--- src/rtl/lsf_pkg.sv ---
// ----------------------------------------------------------------------------
// lsf_pkg
// Shared types and constants for the learning switch forwarder.
// ----------------------------------------------------------------------------
`default_nettype none

package lsf_pkg;

   localparam int PORT_COUNT   = 8;
   localparam int PORT_BITS    = $clog2(PORT_COUNT);
   localparam int ADDRESS_BITS = 48;
   localparam int CSR_BITS     = 4;

   localparam logic [CSR_BITS-1:0] CSR_RESET = CSR_BITS'(8);

   localparam logic [1:0] OP_CONNECT    = 2'd0;
   localparam logic [1:0] OP_FRAME      = 2'd1;
   localparam logic [1:0] OP_DISCONNECT = 2'd2;

   typedef struct packed {
      logic [1:0]              operation;
      logic [PORT_BITS-1:0]    port;
      logic [ADDRESS_BITS-1:0] source_address;
      logic [ADDRESS_BITS-1:0] destination_address;
   } lsf_req_type;

   typedef struct packed {
      logic                  accepted;
      logic [PORT_BITS-1:0]  assigned_port;
      logic [PORT_COUNT-1:0] forward_mask;
      logic                  destination_found;
   } lsf_rsp_type;

   typedef struct packed {
      logic                    we;
      logic [PORT_BITS-1:0]    addr;
      logic [ADDRESS_BITS-1:0] wdata;
   } lsf_ram_req_type;

endpackage

`default_nettype wire

--- src/rtl/lsf_ram.sv ---
// ----------------------------------------------------------------------------
// lsf_ram
// Generic single-port synchronous RAM with registered read.
// ----------------------------------------------------------------------------
`default_nettype none

module lsf_ram #(
   parameter int WIDTH = 8,
   parameter int DEPTH = 8
) (
   input  wire logic                     clock,
   input  wire logic                     we,
   input  wire logic [$clog2(DEPTH)-1:0] addr,
   input  wire logic [WIDTH-1:0]         wdata,
   output logic      [WIDTH-1:0]         rdata
);

   logic [WIDTH-1:0] mem [DEPTH];

   always_ff @(posedge clock) begin
      if (we) begin
         mem[addr] <= wdata;
      end
      rdata <= mem[addr];
   end

endmodule

`default_nettype wire

--- src/rtl/lsf_ctrl.sv ---
// ----------------------------------------------------------------------------
// lsf_ctrl
// Request sequencer: port flags, learn write and address table scan.
// ----------------------------------------------------------------------------
`default_nettype none

module lsf_ctrl (
   input  wire logic                                   clock,
   input  wire logic                                   reset,
   input  wire logic                                   start,
   output logic                                        busy,
   input  wire lsf_pkg::lsf_req_type                   req,
   output logic                                        rsp_strobe,
   output lsf_pkg::lsf_rsp_type                        rsp,
   input  wire logic [lsf_pkg::CSR_BITS-1:0]           port_count,
   input  wire logic [lsf_pkg::PORT_COUNT-1:0]         enable_mask,
   output lsf_pkg::lsf_ram_req_type                    ram_req,
   input  wire logic [lsf_pkg::ADDRESS_BITS-1:0]       ram_rdata
);

   localparam logic [1:0] ST_IDLE  = 2'd0;
   localparam logic [1:0] ST_SCAN  = 2'd1;
   localparam logic [1:0] ST_DRAIN = 2'd2;

   logic [1:0]                          state_ff, state_in;
   logic [lsf_pkg::PORT_COUNT-1:0]      connected_ff, connected_in;
   logic [lsf_pkg::PORT_COUNT-1:0]      lvalid_ff, lvalid_in;
   logic [lsf_pkg::PORT_BITS-1:0]       idx_ff, idx_in;
   logic                                cmp_vld_ff, cmp_vld_in;
   logic [lsf_pkg::PORT_BITS-1:0]       cmp_idx_ff, cmp_idx_in;
   logic                                hit_ff, hit_in;
   logic [lsf_pkg::PORT_BITS-1:0]       win_ff, win_in;
   logic [lsf_pkg::PORT_BITS-1:0]       port_ff, port_in;
   logic [lsf_pkg::ADDRESS_BITS-1:0]    dst_ff, dst_in;
   logic                                strobe_ff, strobe_in;
   lsf_pkg::lsf_rsp_type                rsp_ff, rsp_in;

   logic [lsf_pkg::PORT_COUNT-1:0]      free_ports;
   logic [lsf_pkg::PORT_BITS-1:0]       free_sel;
   logic                                port_ok;
   logic                                match_now;
   logic                                final_hit;
   logic [lsf_pkg::PORT_BITS-1:0]       final_win;

   always_comb begin
      free_ports = ~connected_ff & enable_mask;
      free_sel   = '0;
      for (int i = lsf_pkg::PORT_COUNT - 1; i >= 0; i--) begin
         if (free_ports[i]) begin
            free_sel = lsf_pkg::PORT_BITS'(i);
         end
      end
   end

   assign port_ok   = lsf_pkg::CSR_BITS'(req.port) < port_count;
   assign match_now = cmp_vld_ff && connected_ff[cmp_idx_ff] && lvalid_ff[cmp_idx_ff]
                      && (ram_rdata == dst_ff);
   assign final_hit = hit_ff || match_now;
   assign final_win = match_now ? cmp_idx_ff : win_ff;

   always_comb begin
      state_in     = state_ff;
      connected_in = connected_ff;
      lvalid_in    = lvalid_ff;
      idx_in       = idx_ff;
      cmp_vld_in   = 1'b0;
      cmp_idx_in   = idx_ff;
      hit_in       = hit_ff;
      win_in       = win_ff;
      port_in      = port_ff;
      dst_in       = dst_ff;
      strobe_in    = 1'b0;
      rsp_in       = '0;
      ram_req.we    = 1'b0;
      ram_req.addr  = idx_ff;
      ram_req.wdata = req.source_address;

      unique case (state_ff)
         ST_IDLE: begin
            if (start) begin
               unique case (req.operation)
                  lsf_pkg::OP_CONNECT: begin
                     strobe_in = 1'b1;
                     if (|free_ports) begin
                        connected_in[free_sel] = 1'b1;
                        lvalid_in[free_sel]    = 1'b0;
                        rsp_in.accepted        = 1'b1;
                        rsp_in.assigned_port   = free_sel;
                     end
                  end
                  lsf_pkg::OP_DISCONNECT: begin
                     strobe_in = 1'b1;
                     if (port_ok) begin
                        connected_in[req.port] = 1'b0;
                        lvalid_in[req.port]    = 1'b0;
                     end
                  end
                  lsf_pkg::OP_FRAME: begin
                     if (port_ok && connected_ff[req.port]) begin
                        if (!lvalid_ff[req.port]) begin
                           ram_req.we          = 1'b1;
                           ram_req.addr        = req.port;
                           lvalid_in[req.port] = 1'b1;
                        end
                        port_in  = req.port;
                        dst_in   = req.destination_address;
                        idx_in   = '0;
                        hit_in   = 1'b0;
                        win_in   = '0;
                        state_in = ST_SCAN;
                     end else begin
                        strobe_in = 1'b1;
                     end
                  end
                  default: begin
                     strobe_in = 1'b1;
                  end
               endcase
            end
         end
         ST_SCAN: begin
            cmp_vld_in = 1'b1;
            cmp_idx_in = idx_ff;
            if (match_now) begin
               hit_in = 1'b1;
               win_in = cmp_idx_ff;
            end
            if (lsf_pkg::CSR_BITS'(idx_ff) == port_count - lsf_pkg::CSR_BITS'(1)) begin
               state_in = ST_DRAIN;
            end else begin
               idx_in = idx_ff + lsf_pkg::PORT_BITS'(1);
            end
         end
         ST_DRAIN: begin
            strobe_in = 1'b1;
            state_in  = ST_IDLE;
            if (final_hit) begin
               rsp_in.destination_found = 1'b1;
               rsp_in.forward_mask      = lsf_pkg::PORT_COUNT'(1) << final_win;
            end else begin
               rsp_in.forward_mask = connected_ff & enable_mask
                                     & ~(lsf_pkg::PORT_COUNT'(1) << port_ff);
            end
         end
         default: begin
            state_in = ST_IDLE;
         end
      endcase
   end

   always_ff @(posedge clock) begin
      if (reset) begin
         state_ff     <= ST_IDLE;
         connected_ff <= '0;
         lvalid_ff    <= '0;
         cmp_vld_ff   <= 1'b0;
         strobe_ff    <= 1'b0;
      end else begin
         state_ff     <= state_in;
         connected_ff <= connected_in;
         lvalid_ff    <= lvalid_in;
         cmp_vld_ff   <= cmp_vld_in;
         strobe_ff    <= strobe_in;
      end
   end

   always_ff @(posedge clock) begin
      idx_ff     <= idx_in;
      cmp_idx_ff <= cmp_idx_in;
      hit_ff     <= hit_in;
      win_ff     <= win_in;
      port_ff    <= port_in;
      dst_ff     <= dst_in;
      rsp_ff     <= rsp_in;
   end

   assign busy       = (state_ff != ST_IDLE);
   assign rsp_strobe = strobe_ff;
   assign rsp        = rsp_ff;

endmodule

`default_nettype wire

--- src/rtl/learning_switch_forwarder_core.sv ---
// ----------------------------------------------------------------------------
// learning_switch_forwarder_core
// Learning switch port table: connect, disconnect and frame forwarding.
// ----------------------------------------------------------------------------
// A request is taken when start is high and busy is low. Each request gives
// exactly one response, shown on rsp for one cycle with rsp_strobe high; the
// receiver must take it then.
// Connect, disconnect, unused codes and frames on an unconnected or disabled
// port: response in the cycle after the request, busy stays low, so one
// request per cycle is possible.
// Frame on a connected enabled port: the learned address table sits in a
// single-port RAM that is read one port per cycle, so a frame steps through
// ST_SCAN once per enabled port (ports_in_use, capped at eight) and then
// ST_DRAIN; busy is high meanwhile and falls in the cycle the response is
// shown.
// csr_write_enable/csr_write_data set ports_in_use; write only while idle.
// Reset clears all port and learned flags, sets ports_in_use to 8 and
// needs no clearing pass; stale table entries are masked by valid flags.
// ----------------------------------------------------------------------------
`default_nettype none

module learning_switch_forwarder_core (
   input  wire logic                          clock,
   input  wire logic                          reset,
   input  wire logic                          start,
   output logic                               busy,
   input  wire lsf_pkg::lsf_req_type          req,
   output logic                               rsp_strobe,
   output lsf_pkg::lsf_rsp_type               rsp,
   input  wire logic                          csr_write_enable,
   input  wire logic [lsf_pkg::CSR_BITS-1:0]  csr_write_data
);

   logic [lsf_pkg::CSR_BITS-1:0]     ports_in_use_ff, ports_in_use_in;
   logic [lsf_pkg::CSR_BITS-1:0]     port_count;
   logic [lsf_pkg::PORT_COUNT-1:0]   enable_mask;
   lsf_pkg::lsf_ram_req_type         ram_req;
   logic [lsf_pkg::ADDRESS_BITS-1:0] ram_rdata;

   assign ports_in_use_in = csr_write_enable ? csr_write_data : ports_in_use_ff;

   always_ff @(posedge clock) begin
      if (reset) begin
         ports_in_use_ff <= lsf_pkg::CSR_RESET;
      end else begin
         ports_in_use_ff <= ports_in_use_in;
      end
   end

   // clamp to the physical port count
   assign port_count = (ports_in_use_ff > lsf_pkg::CSR_BITS'(lsf_pkg::PORT_COUNT))
                       ? lsf_pkg::CSR_BITS'(lsf_pkg::PORT_COUNT) : ports_in_use_ff;

   always_comb begin
      for (int i = 0; i < lsf_pkg::PORT_COUNT; i++) begin
         enable_mask[i] = lsf_pkg::CSR_BITS'(i) < port_count;
      end
   end

   lsf_ctrl u_ctrl (
      .clock       (clock),
      .reset       (reset),
      .start       (start),
      .busy        (busy),
      .req         (req),
      .rsp_strobe  (rsp_strobe),
      .rsp         (rsp),
      .port_count  (port_count),
      .enable_mask (enable_mask),
      .ram_req     (ram_req),
      .ram_rdata   (ram_rdata)
   );

   lsf_ram #(
      .WIDTH (lsf_pkg::ADDRESS_BITS),
      .DEPTH (lsf_pkg::PORT_COUNT)
   ) u_addr_ram (
      .clock (clock),
      .we    (ram_req.we),
      .addr  (ram_req.addr),
      .wdata (ram_req.wdata),
      .rdata (ram_rdata)
   );

endmodule

`default_nettype wire

--- config.mk ---
export PLATFORM = sky130hd
export DESIGN_NAME = learning_switch_forwarder_core
export DESIGN_NICKNAME = d
export VERILOG_FILES = /design/src/rtl/lsf_pkg.sv /design/src/rtl/lsf_ram.sv /design/src/rtl/lsf_ctrl.sv /design/src/rtl/learning_switch_forwarder_core.sv
export SDC_FILE = /design/constraint.sdc
export NUM_CORES = 1
export LEC_CHECK = 0
export BUFFER_PORTS_ARGS = -buffer_cell sky130_fd_sc_hd__buf_2
export CAP_MARGIN = 20
export CORE_ASPECT_RATIO = 1.1
export CORE_MARGIN = 2
export CORE_UTILIZATION = 65
export DETAILED_ROUTE_END_ITERATION = 8
export PLACE_DENSITY = 0.84
export SLEW_MARGIN = 20
export SYNTH_ARGS = -nofsm -noshare
export SYNTH_HDL_FRONTEND = slang
export SYNTH_SLANG_ARGS = --single-unit
--- constraint.sdc ---
create_clock -name clock -period 15.1 [get_ports clock]
set_clock_uncertainty 0.05 [all_clocks]
set_input_delay 2.265 -clock clock [delete_from_list [all_inputs] [get_ports clock]]
set_output_delay 2.265 -clock clock [all_outputs]
set_load 0.05 [all_outputs]
==> impl_metrics.tcl, run 1 <==
set metrics [dict create \
    cp_top_family "buffers and inverters" \
    yosys.area.top_type_share_pct 63.85 \
    cp-start-kind "primary input" \
    netlist_top_cells_area "edfxtp_1, dfxtp_1, a21oi_1" \
    period_needed_ps 5992 \
    die_width_um 174.5 \
    end_kind "flop" \
    tns_ps 0 \
    min_path_type "flop to flop" \
    crit_chain "buf_2 -> ha_1 -> a211oi_1 -> o311a_1 -> a31oi_1 -> nor2b_4 -> buf_4 -> buf_4 -> nand2_1 -> a22o_1 -> a211oi_2" \
    path_class "primary input to flop" \
    switching_share_pct 20.63 \
    place_hpwl_um 25310 \
    syn_inst 1448 \
    cts.reportedPaths.clkPinSlew_ps 60 \
    die_area_um2 33430 \
    first_pass_iters 5 \
    switching_power_mw 0.6255 \
    track_usage_pct 27.91 \
    fmax_mhz 166.9 \
    crit_top_cell "buf_4" \
    grt_pass1_wl_um 70320 \
    cp_num_buf_inv 3 \
    clkPwrFrac_pct 42.0 \
    antenna_found_initial 4 \
    rsz0062_at_grt "false" \
    cts_setup_buffers 0 \
    ctsResizeCount 0 \
    vias_per_cell 6.296 \
    clk_latency_ps 570 \
    cts.sinks 530 \
    ys_seq_area_share_pct 72.33 \
    yosysTopAreaCell "edfxtp_1" \
    cts_tree "built" \
    gr-total-overflow 0 \
    wl_per_cell_um 23.09 \
    die_y_um 191.6 \
    pin_count 124 \
    syn_area_per_cell_um2 14.36 \
    cell_internal_pwr_mw 2.407 \
    finalMaxSlewViolations 0 \
    cp.arrival_ps 6420 \
    grt_pass1_vias 12690 \
    grt_max_degree 103 \
    synthFlopType "edfxtp_1" \
    start_util_pct 66.03 \
    place_congestion 0.9095 \
    async_reset_ff_share_pct 0 \
    synth_enable_flop_cells 442 \
    slowest_delay_ps 970 \
    cp.required_ps 15530 \
    syn-cell-area_um2 20790 \
    hold_buffers 0 \
    ant_nets 0 \
    drt_iter0_drc 1419 \
    portBuffers 123 \
    final_area_um2 23380 \
    maxCapViolCount 0 \
    path_max_fanout 102 \
    powerDensity_nw_per_um2 129.7 \
    ys.warnings.count 0 \
    status "completed" \
    syn-num-nets 1564 \
    slew_headroom_pct 26.54 \
    cts_buffer_depth 3 \
    ys_ff_latch 530 \
    p_seq_share_pct 53.3 \
    layout.nets 1670 \
    place_ws_ps 8753 \
    numCtsBuffers 50 \
    combPwrFrac_pct 4.8 \
    post_dp_cell_area_um2 21690 \
    setup_violations 0 \
    area_delta_synth_final_pct 12.48 \
    drcViolationCount 0 \
    period_share_pct 39.68 \
    worst_slack_ps 9108 \
    crit_slowest_cell "buf_4" \
    tightest_slew_ps 1102 \
    coreArea_um2 31480 \
    ir_worst_vdd_v 0.0001123 \
    hold_violations 0 \
    cts_root_buffer "clkbuf_16" \
    yosysUniqueCellTypes 73 \
    hold_slack_ps 471.7 \
    rrSetupSlack_ps 10200 \
    cts.htree.levels 2 \
    wirelength_um 46580 \
    vias 12700 \
    placementRows 68 \
    p_leak_nw 8.172 \
    drive_above_1_share_pct 18.50 \
]
==> final cells by class <==
cell class / count / area [um2]
Sequential cell: 530 / 15030
Fill cell: 1853 / 8100
Multi-Input combinational cell: 819 / 5348
Clock buffer: 70 / 1368
Timing Repair Buffer: 138 / 728.2
Tap cell: 420 / 525.5
Clock inverter: 23 / 315.3
Inverter: 15 / 56.30
Antenna cell: 2 / 5.005
==> routing by layer <==
layer  vias up  routed length, um  share of wire [%]  track usage (%)
met1      6201              17850                 38            36.21
li1       5693                  -                  -                -
met2       681              23230                 50            47.33
met3       120               3937                8.5            4.216
met4         4               1535                3.3            12.34
met5         -                 26              0.056                0
==> worst paths after layout <==
path | from | endpoint | cells past startpoint
max | req[97] | u_addr_ram.rdata[22] | 11
min | u_addr_ram.mem[0][20] | u_addr_ram.rdata[20] | 2
max reg2reg | ports_in_use_ff[3] | u_addr_ram.rdata[22] | 11
min reg2reg | u_addr_ram.mem[0][20] | u_addr_ram.rdata[20] | 2
==> kinds of logic (layout without fill, tap and decap cells) <==
| kind of cell | count (synthesis) | in the layout | synth area share, % |
|---|---|---|---|
| DFF | 530 | 530 | 72.33 |
| AOI/OAI and AO/OA | 423 | 423 | 14.74 |
| and+or+nand+nor | 326 | 326 | 7.265 |
| buffers and inverters | 99 | 246 | 2.348 |
| xor gates and xnor gates | 49 | 49 | 2.065 |
| muxes | 14 | 14 | 0.8306 |
| adders and majority gates | 7 | 7 | 0.4213 |
| other | 0 | 2 | 0 |
==> power groups by stage <==
stage	clock [mW]	combinational [mW]	sequential, mW
2_1_floorplan	0	0.0910	1.64
3_3_place_gp	0	0.136	1.64
3_5_place_dp	0	0.141	1.65
4_1_cts	1.29	0.144	1.61
5_1_grt	1.34	0.157	1.61
6_report	1.27	0.145	1.61
==> registers in the layout (all words and copies together) (netlist names), 4 cells and up <==
register	flops
ports_in_use_ff	4
u_addr_ram.mem	384
u_addr_ram.rdata	48
u_ctrl.connected_ff	8
u_ctrl.dst_ff	48
u_ctrl.lvalid_ff	8
u_ctrl.rsp	13
==> cells in the final DEF (no fill, tap or decap), types with 6 or more instances in the layout <==
cell type / count
o21ai_0: 12
nor2_1: 36
buf_2: 123
nand3_1: 12
inv_1: 13
clkbuf_1: 17
a21oi_2: 10
xor2_1: 43
a211oi_2: 48
a32o_1: 8
clkbuf_16: 51
nor4_1: 13
edfxtp_1: 442
buf_4: 15
a22o_1: 52
ha_1: 7
nor2b_1: 11
nand2b_1: 10
nor3b_1: 6
nand2_1: 180
xnor2_1: 6
dfxtp_1: 88
mux2i_1: 9
nor2_4: 9
a21oi_1: 190
clkinv_2: 7
bufinv_16: 7
a22oi_1: 7
a21o_1: 50
nor3_1: 14
clkinv_1: 6
==> worst min-delay path, stage by stage, from the launching register on <==
cell,delay (ps)
edfxtp_1,350
nand2_1,80
a211oi_2,50
==> Yosys cell counts, types with 3 or more instances <==
cell type and n:
a32o_1 8, a211oi_1 5, mux2i_1 9, xnor2_1 6, buf_6 7, and2_1 3
xor2_1 43, and3_1 4, inv_1 13, a31oi_1 4, nor4_1 13, o21ai_0 12
nand2b_1 11, nor3_1 14, o22ai_1 5, dfxtp_1 88, nor2b_1 11, nand4_1 5
a22oi_1 7, ha_1 7, nor3b_1 6, a21o_1 50, a21oi_1 190, a21oi_2 10
o21ai_1 5, nor2_1 45, a22o_1 52, and3b_1 4, nand2_1 180, edfxtp_1 442
buf_4 7, clkbuf_1 39, nand3b_1 3, a211oi_2 48, nand3_1 12, buf_2 30
o2bb2ai_1 4
==> through the flow <==
stage          instances  util (%)  power (mW)
2_1_floorplan       1448         -       1.732
3_3_place_gp        1922     68.91       1.781
3_5_place_dp        1922     68.91       1.787
4_1_cts             2015     74.25       3.045
5_1_grt             2017     74.27       3.112
6_report            2017     74.27       3.032
Power figures use the tool's default switching activity.
==> run 2, diff against run 1 <==
- ABC_AREA: not set -> 1
- CORE_UTILIZATION: 65 -> 61
- PLACE_DENSITY: 0.84 -> 0.8
- clock period: 15.1 -> 6.2 ns (I/O delays scaled with it)
==> run 2 against run 1 <==
Compared with the run above: count of clock-buffer cells in the layout down 4; power up 140%; critical path depth down 3; setup slack worse by 7000 ps; hold slack worse by 32 ps; global-route usage up 1.1 points.
==> impl_metrics.tcl, run 2 <==
set metrics [dict create \
    fmax_mhz 247.1 \
    setup_violations 0 \
    async_reset_ff_share_pct 0 \
    grt_pass1_wl_um 85620 \
    maxCapViolCount 0 \
    portBuffers 123 \
    period_share_pct 65.27 \
    path_max_fanout 26 \
    rrSetupSlack_ps 2250 \
    ant_nets 0 \
    placementRows 74 \
    finalMaxSlewViolations 0 \
    cp.required_ps 6390 \
    power.total_mw 7.367 \
    multiInputGateArea_um2 6487 \
    drive_above_1_share_pct 10.30 \
    slew_headroom_pct 24.24 \
    netlist_top_cells_area "edfxtp_1, nand2_1, dfxtp_1" \
    rr_endpoint "u_addr_ram.mem[1][44]" \
    syn-num-nets 2394 \
    cts_setup_buffers 0 \
    ir_worst_vdd_v 0.0002660 \
    synth_enable_flop_cells 442 \
    final-seq-area_um2 15030 \
    synthMostInstantiatedCell "nand2_1" \
    min_path_type "flop to flop" \
    r2r_cells 11 \
    syn_area_per_cell_um2 9.974 \
    cts_buffer_depth 3 \
    vias_per_cell 5.617 \
    yosys.area.top_type_share_pct 58.42 \
    die_width_um 188.0 \
    synthFlopType "edfxtp_1" \
    ctsResizeCount 0 \
    antenna_found_initial 2 \
    cp-start-kind "primary input" \
    synth-simple-area-share_pct 24.43 \
    ys_seq_area_share_pct 66.17 \
    syn_inst 2278 \
    synth_mux_area_share_pct 0 \
    clkPwrFrac_pct 40.2 \
    largest_reg_flops 384 \
    drt_iter0_drc 1645 \
    mostFrequentLayoutCells "nand2_1, edfxtp_1, nand3_1" \
    p_leak_nw 10.54 \
    place_congestion 0.9141 \
    clk_latency_ps 590 \
    yosys.area_share.xor_xnor_pct 1.118 \
    tns_ps 0 \
    switching_power_mw 1.632 \
    wl_per_cell_um 19.13 \
    coreArea_um2 36940 \
    gr-total-overflow 0 \
    wirelength_um 55700 \
    pin_count 124 \
    ys_ff_latch 530 \
    cp.arrival_ps 4240 \
    synth-adder-area-share_pct 0.3855 \
    regMostFlops "u_addr_ram.mem" \
    vias 16360 \
    die_y_um 206.4 \
    cts_root_buffer "clkbuf_16" \
    start_util_pct 61.50 \
    numCtsBuffers 50 \
    period_needed_ps 4047 \
    status "completed" \
    path_class "primary input to flop" \
    yosysTopAreaCell "edfxtp_1" \
    rsz0062_at_grt "false" \
    final_common_cell "nand2_1" \
    grt_pass1_vias 15670 \
    cts.sinks 530 \
    synth_common_cells "nand2_1, edfxtp_1, nand3_1, inv_1, nor2_1" \
    yosysUniqueCellTypes 39 \
    fillerInstances 2695 \
    r2r_start "ports_in_use_ff[3]" \
    drcViolationCount 0 \
    cts.htree.levels 2 \
    grt_max_degree 193 \
    final_area_um2 25300 \
    hold_violations 0 \
    switching_share_pct 22.15 \
    synth_compound_area_share_pct 2.175 \
    synth_top_family_by_area "simple AND/OR/NAND/NOR gates" \
    cts_tree "built" \
    combPwrFrac_pct 6.4 \
    hold_buffers 0 \
    cell_internal_pwr_mw 5.735 \
    powerDensity_nw_per_um2 291.2 \
    hold_path_end "u_ctrl.cmp_idx_ff[0]" \
    layout.nets 2493 \
    reg_top3 "u_addr_ram.mem: 384 flops, u_addr_ram.rdata: 48 flops, u_ctrl.dst_ff: 48 flops" \
    first_pass_iters 6 \
    syn-cell-area_um2 22720 \
    hold_depth 0 \
    end_kind "flop" \
    p_seq_share_pct 53.4 \
    area_delta_synth_final_pct 11.33 \
    min_from "u_ctrl.cmp_idx_in[0]" \
    die_area_um2 38810 \
    post_dp_cell_area_um2 23710 \
    place_hpwl_um 34740 \
    tightest_slew_ps 1136 \
    ys.warnings.count 0 \
    cts.reportedPaths.clkPinSlew_ps 60 \
    track_usage_pct 29.04 \
]
==> run 2: changes by cell type after synthesis, sizes merged, moves of 52 or more <==
cell   before  now
nand2     180  908
a22o       52    0
nand3      14  241
inv        15  198
a21oi     200   36
nor2       45  113
==> run 2: area by class of cell <==
class | instances | share of cell area, %
inverters | 198 | 2.938
clock buffers | 66 | 5.347
flip-flops and latches | 530 | 59.44
multi-input cells | 1457 | 25.65
repair buffers | 140 | 3.284
clock inverters | 26 | 0.8953
diodes | 1 | 0.009893
well taps | 494 | 2.443
==> run 2: stage by stage <==
stage / instances / hold WS, ps / utilization (%) / worst slack (ps)
2_1_floorplan: 2278 / 368.8 / - / 1072
3_3_place_gp: 2819 / 420.1 / 64.19 / 1677
3_5_place_dp: 2819 / 435.2 / 64.19 / 1598
4_1_cts: 2911 / 445.2 / 68.47 / 2179
5_1_grt: 2912 / 451.9 / 68.47 / 1944
6_report: 2912 / 439.5 / 68.47 / 2153
==> run 2: power groups by stage <==
| stage | Sequential (mW) | Combinational (mW) | Clock [mW] |
|---|---|---|---|
| after global routing | 3.94 | 0.521 | 3.12 |
| after floorplan | 4.00 | 0.288 | 0 |
| after global placement | 4.01 | 0.448 | 0 |
| final | 3.94 | 0.471 | 2.96 |
| after detailed placement | 4.01 | 0.460 | 0 |
| after CTS | 3.94 | 0.464 | 2.99 |
==> run 2: how the worst max path moves through the flow <==
stage / start / end / depth (start not counted)
finish: start / u_addr_ram.mem[1][44] / 8
global route: req[97] / u_addr_ram.mem[1][24] / 12
CTS: start / u_addr_ram.mem[1][24] / 8
detailed placement: start / u_addr_ram.mem[1][39] / 8
global placement: start / u_addr_ram.mem[1][39] / 8
floorplan: req[96] / u_addr_ram.mem[0][0] / 12
==> run 2: worst max-delay path, stage by stage <==
cell	delay (ps)
buf_2	120
inv_1	40
nor3_1	690
inv_1	330
nor2_8	470
nand2_1	390
nor2_4	760
buf_4	480
==> run 2: cells by family (layout without fill, tap and decap cells) <==
family                   Yosys count  in the layout
XOR/XNOR                          29             29
AND/OR/NAND/NOR                 1329           1329
adder cells (fa/ha/maj)            7              7
flip-flops                       530            530
buffers and inverters            291            430
AO/OA/AOI/OAI                     92             92
other                              0              1
==> run 2: metal layers <==
metal  vias to the layer above  global-route usage [%]  part of all wire, %
li1                       7709                       -                    -
met1                      7665                   39.09                   40
met2                       840                   47.09                   47
met3                       140                   4.806                  9.1
met4                         2                   12.82                  3.8
met5                         -                       0                0.016
==> run 3, diff against run 2 <==
- ABC_AREA: 1 -> 0
- CORE_UTILIZATION: 61 -> 55
- PLACE_DENSITY: 0.8 -> 0.76
- clock period: 6.2 -> 3.5 ns (I/O delays scaled with it)
==> run 3 against run 2 <==
Compared with the run above: via count down 22%; combinational power up 42%; first-iteration DRC count down 28%; routed wire length down 13%; clock power up 80%; utilization down 4.0 points; global-route usage down 4.8 points; critical endpoint is now u_addr_ram.rdata[46]; largest cell class unchanged; largest power group unchanged.
==> impl_metrics.tcl, run 3 (synthesis gave the netlist of run 1 again) <==
set metrics [dict create \
    status "completed" \
    powerDensity_nw_per_um2 541.1 \
    cp_num_buf_inv 1 \
    start_util_pct 55.85 \
    r2r_start "ports_in_use_ff[3]" \
    combPwrFrac_pct 5.2 \
    cell_internal_pwr_mw 10.21 \
    gr-usage-met2_pct 41.01 \
    crit_chain "nand2b_1 -> ha_1 -> a211oi_2 -> o311a_1 -> a31oi_1 -> nand2b_4 -> buf_4 -> a21oi_1 -> a22o_1 -> a211oi_2" \
    pin_count 124 \
    crit_top_cell "a211oi_2" \
    cts_tree "built" \
    layout.nets 1710 \
    grt_use_met1_pct 31.91 \
    r2r_cells 10 \
    cts.reportedPaths.clkPinSlew_ps 60 \
    mostFrequentLayoutCells "edfxtp_1, a21oi_1, nand2_1" \
    ant_nets 0 \
    cts_root_buffer "clkbuf_16" \
    switching_power_mw 2.768 \
    clk_latency_ps 570 \
    cts_setup_buffers 0 \
    antenna_found_initial 6 \
    vias 12820 \
    cp.arrival_ps 3620 \
    tightest_slew_ps 835.4 \
    rrSetupSlack_ps 310 \
    critPathLaunch "ports_in_use_ff[3]" \
    cp-start-kind "flop" \
    fmax_mhz 313.3 \
    die_width_um 189.4 \
    cp_top_family "compound AO/OA/AOI/OAI gates" \
    final_common_cell "edfxtp_1" \
    die_area_um2 39370 \
    largest_reg_flops 384 \
    place_ws_ps 177.5 \
    min_from "req[33]" \
    portBuffers 123 \
    post-route-util_pct 64.43 \
    drive_above_1_share_pct 20.71 \
    place_hpwl_um 29060 \
    post_dp_cell_area_um2 22340 \
    hold_depth 1 \
    slowest_delay_ps 430 \
    drcViolationCount 0 \
    cts.sinks 530 \
    rsz0062_at_grt "false" \
    ctsResizeCount 0 \
    period_share_pct 91.19 \
    grt_pass1_wl_um 72620 \
    grt_pass1_vias 12580 \
    reg_top3 "u_addr_ram.mem: 384 flops, u_addr_ram.rdata: 48 flops, u_ctrl.dst_ff: 48 flops" \
    place_congestion 0.9222 \
    track_usage_pct 24.28 \
    placementRows 74 \
    path_class "flop to flop" \
    area_delta_synth_final_pct 15.37 \
    rr_endpoint "u_addr_ram.rdata[46]" \
    die_y_um 207.9 \
    numCtsBuffers 51 \
    vias_per_cell 6.000 \
    cts_buffer_depth 3 \
    top_usage_layer "met2" \
    min_path_type "primary input to flop" \
    wl_per_cell_um 22.70 \
    finalMaxSlewViolations 0 \
    coreArea_um2 37220 \
    worst_slack_ps 308.3 \
    hold_violations 0 \
    p_leak_nw 8.405 \
    grt_max_degree 97 \
    path_max_fanout 33 \
    crit_slowest_cell "a31oi_1" \
    setup_violations 0 \
    maxCapViolCount 0 \
    switching_share_pct 21.33 \
    wirelength_um 48500 \
    hold_buffers 0 \
    p_seq_share_pct 53.7 \
    slew_headroom_pct 43.94 \
    grtUsageMet3_pct 4.167 \
    clkPwrFrac_pct 41.2 \
    period_needed_ps 3192 \
    gr-total-overflow 0 \
    regMostFlops "u_addr_ram.mem" \
    end_kind "flop" \
    first_pass_iters 7 \
    tns_ps 0 \
    cts.htree.levels 2 \
    final_area_um2 23980 \
    cp.required_ps 3930 \
    drt_iter0_drc 1180 \
    hold_path_end "u_ctrl.dst_ff[33]" \
    ir_worst_vdd_v 0.0004528 \
]
==> run 3: cell count changes in the layout (fill, tap and decap cells not counted), moves of 11 or more <==
cell	before	now
nand2_1	902	180
nand3_1	237	12
inv_1	196	13
a21oi_1	36	190
nor2_1	97	36
a22o_1	0	52
a21o_1	0	50
a211oi_2	0	49
o21ai_0	44	12
xor2_1	17	43
buf_4	10	33
nand4_1	26	5
buf_12	7	21
nor2b_1	0	11
==> run 3: layout make-up <==
| class | count | area, um2 |
|---|---|---|
| sequential | 530 | 15030 |
| antenna | 6 | 15.01 |
| clock inverter | 29 | 259.0 |
| multi-input combinational | 819 | 5349 |
| fill | 2658 | 13240 |
| clock buffer | 67 | 1366 |
| tap | 494 | 618.1 |
| inverter | 15 | 56.30 |
| timing repair buffer | 177 | 1284 |
==> run 3: per-stage QoR <==
stage               total power [mW]  hold slack, ps  std cells
floorplan                      7.477           378.3       1448
global placement               7.732           461.9       2035
detailed placement             7.756           471.3       2035
CTS                            13.06           45.86       2131
global route                   13.33           49.03       2135
finish                         12.98           76.73       2137
==> run 3: per-layer routing <==
layer	vias to the layer above	part of all wire [%]	wire (um)
met2	585	50	24070
met4	2	2.6	1283
met1	6362	40	19430
met3	90	7.6	3700
li1	5784	-	-
met5	-	0.027	13
==> run 3: worst max-delay path by stage <==
stage,depth (start not counted),endpoint
6_report,10,u_addr_ram.rdata[46]
5_1_grt,10,u_addr_ram.rdata[0]
4_1_cts,10,u_addr_ram.rdata[8]
3_5_place_dp,11,u_addr_ram.rdata[8]
3_3_place_gp,10,u_addr_ram.rdata[10]
2_1_floorplan,10,u_addr_ram.mem[7][0]
==> run 3: power groups by stage <==
| stage | sequential [mW] | combinational, mW | clock [mW] |
|---|---|---|---|
| floorplan | 7.08 | 0.398 | 0 |
| global placement | 7.09 | 0.637 | 0 |
| detailed placement | 7.10 | 0.661 | 0 |
| CTS | 6.96 | 0.666 | 5.44 |
| global route | 6.96 | 0.722 | 5.65 |
| finish | 6.96 | 0.669 | 5.34 |
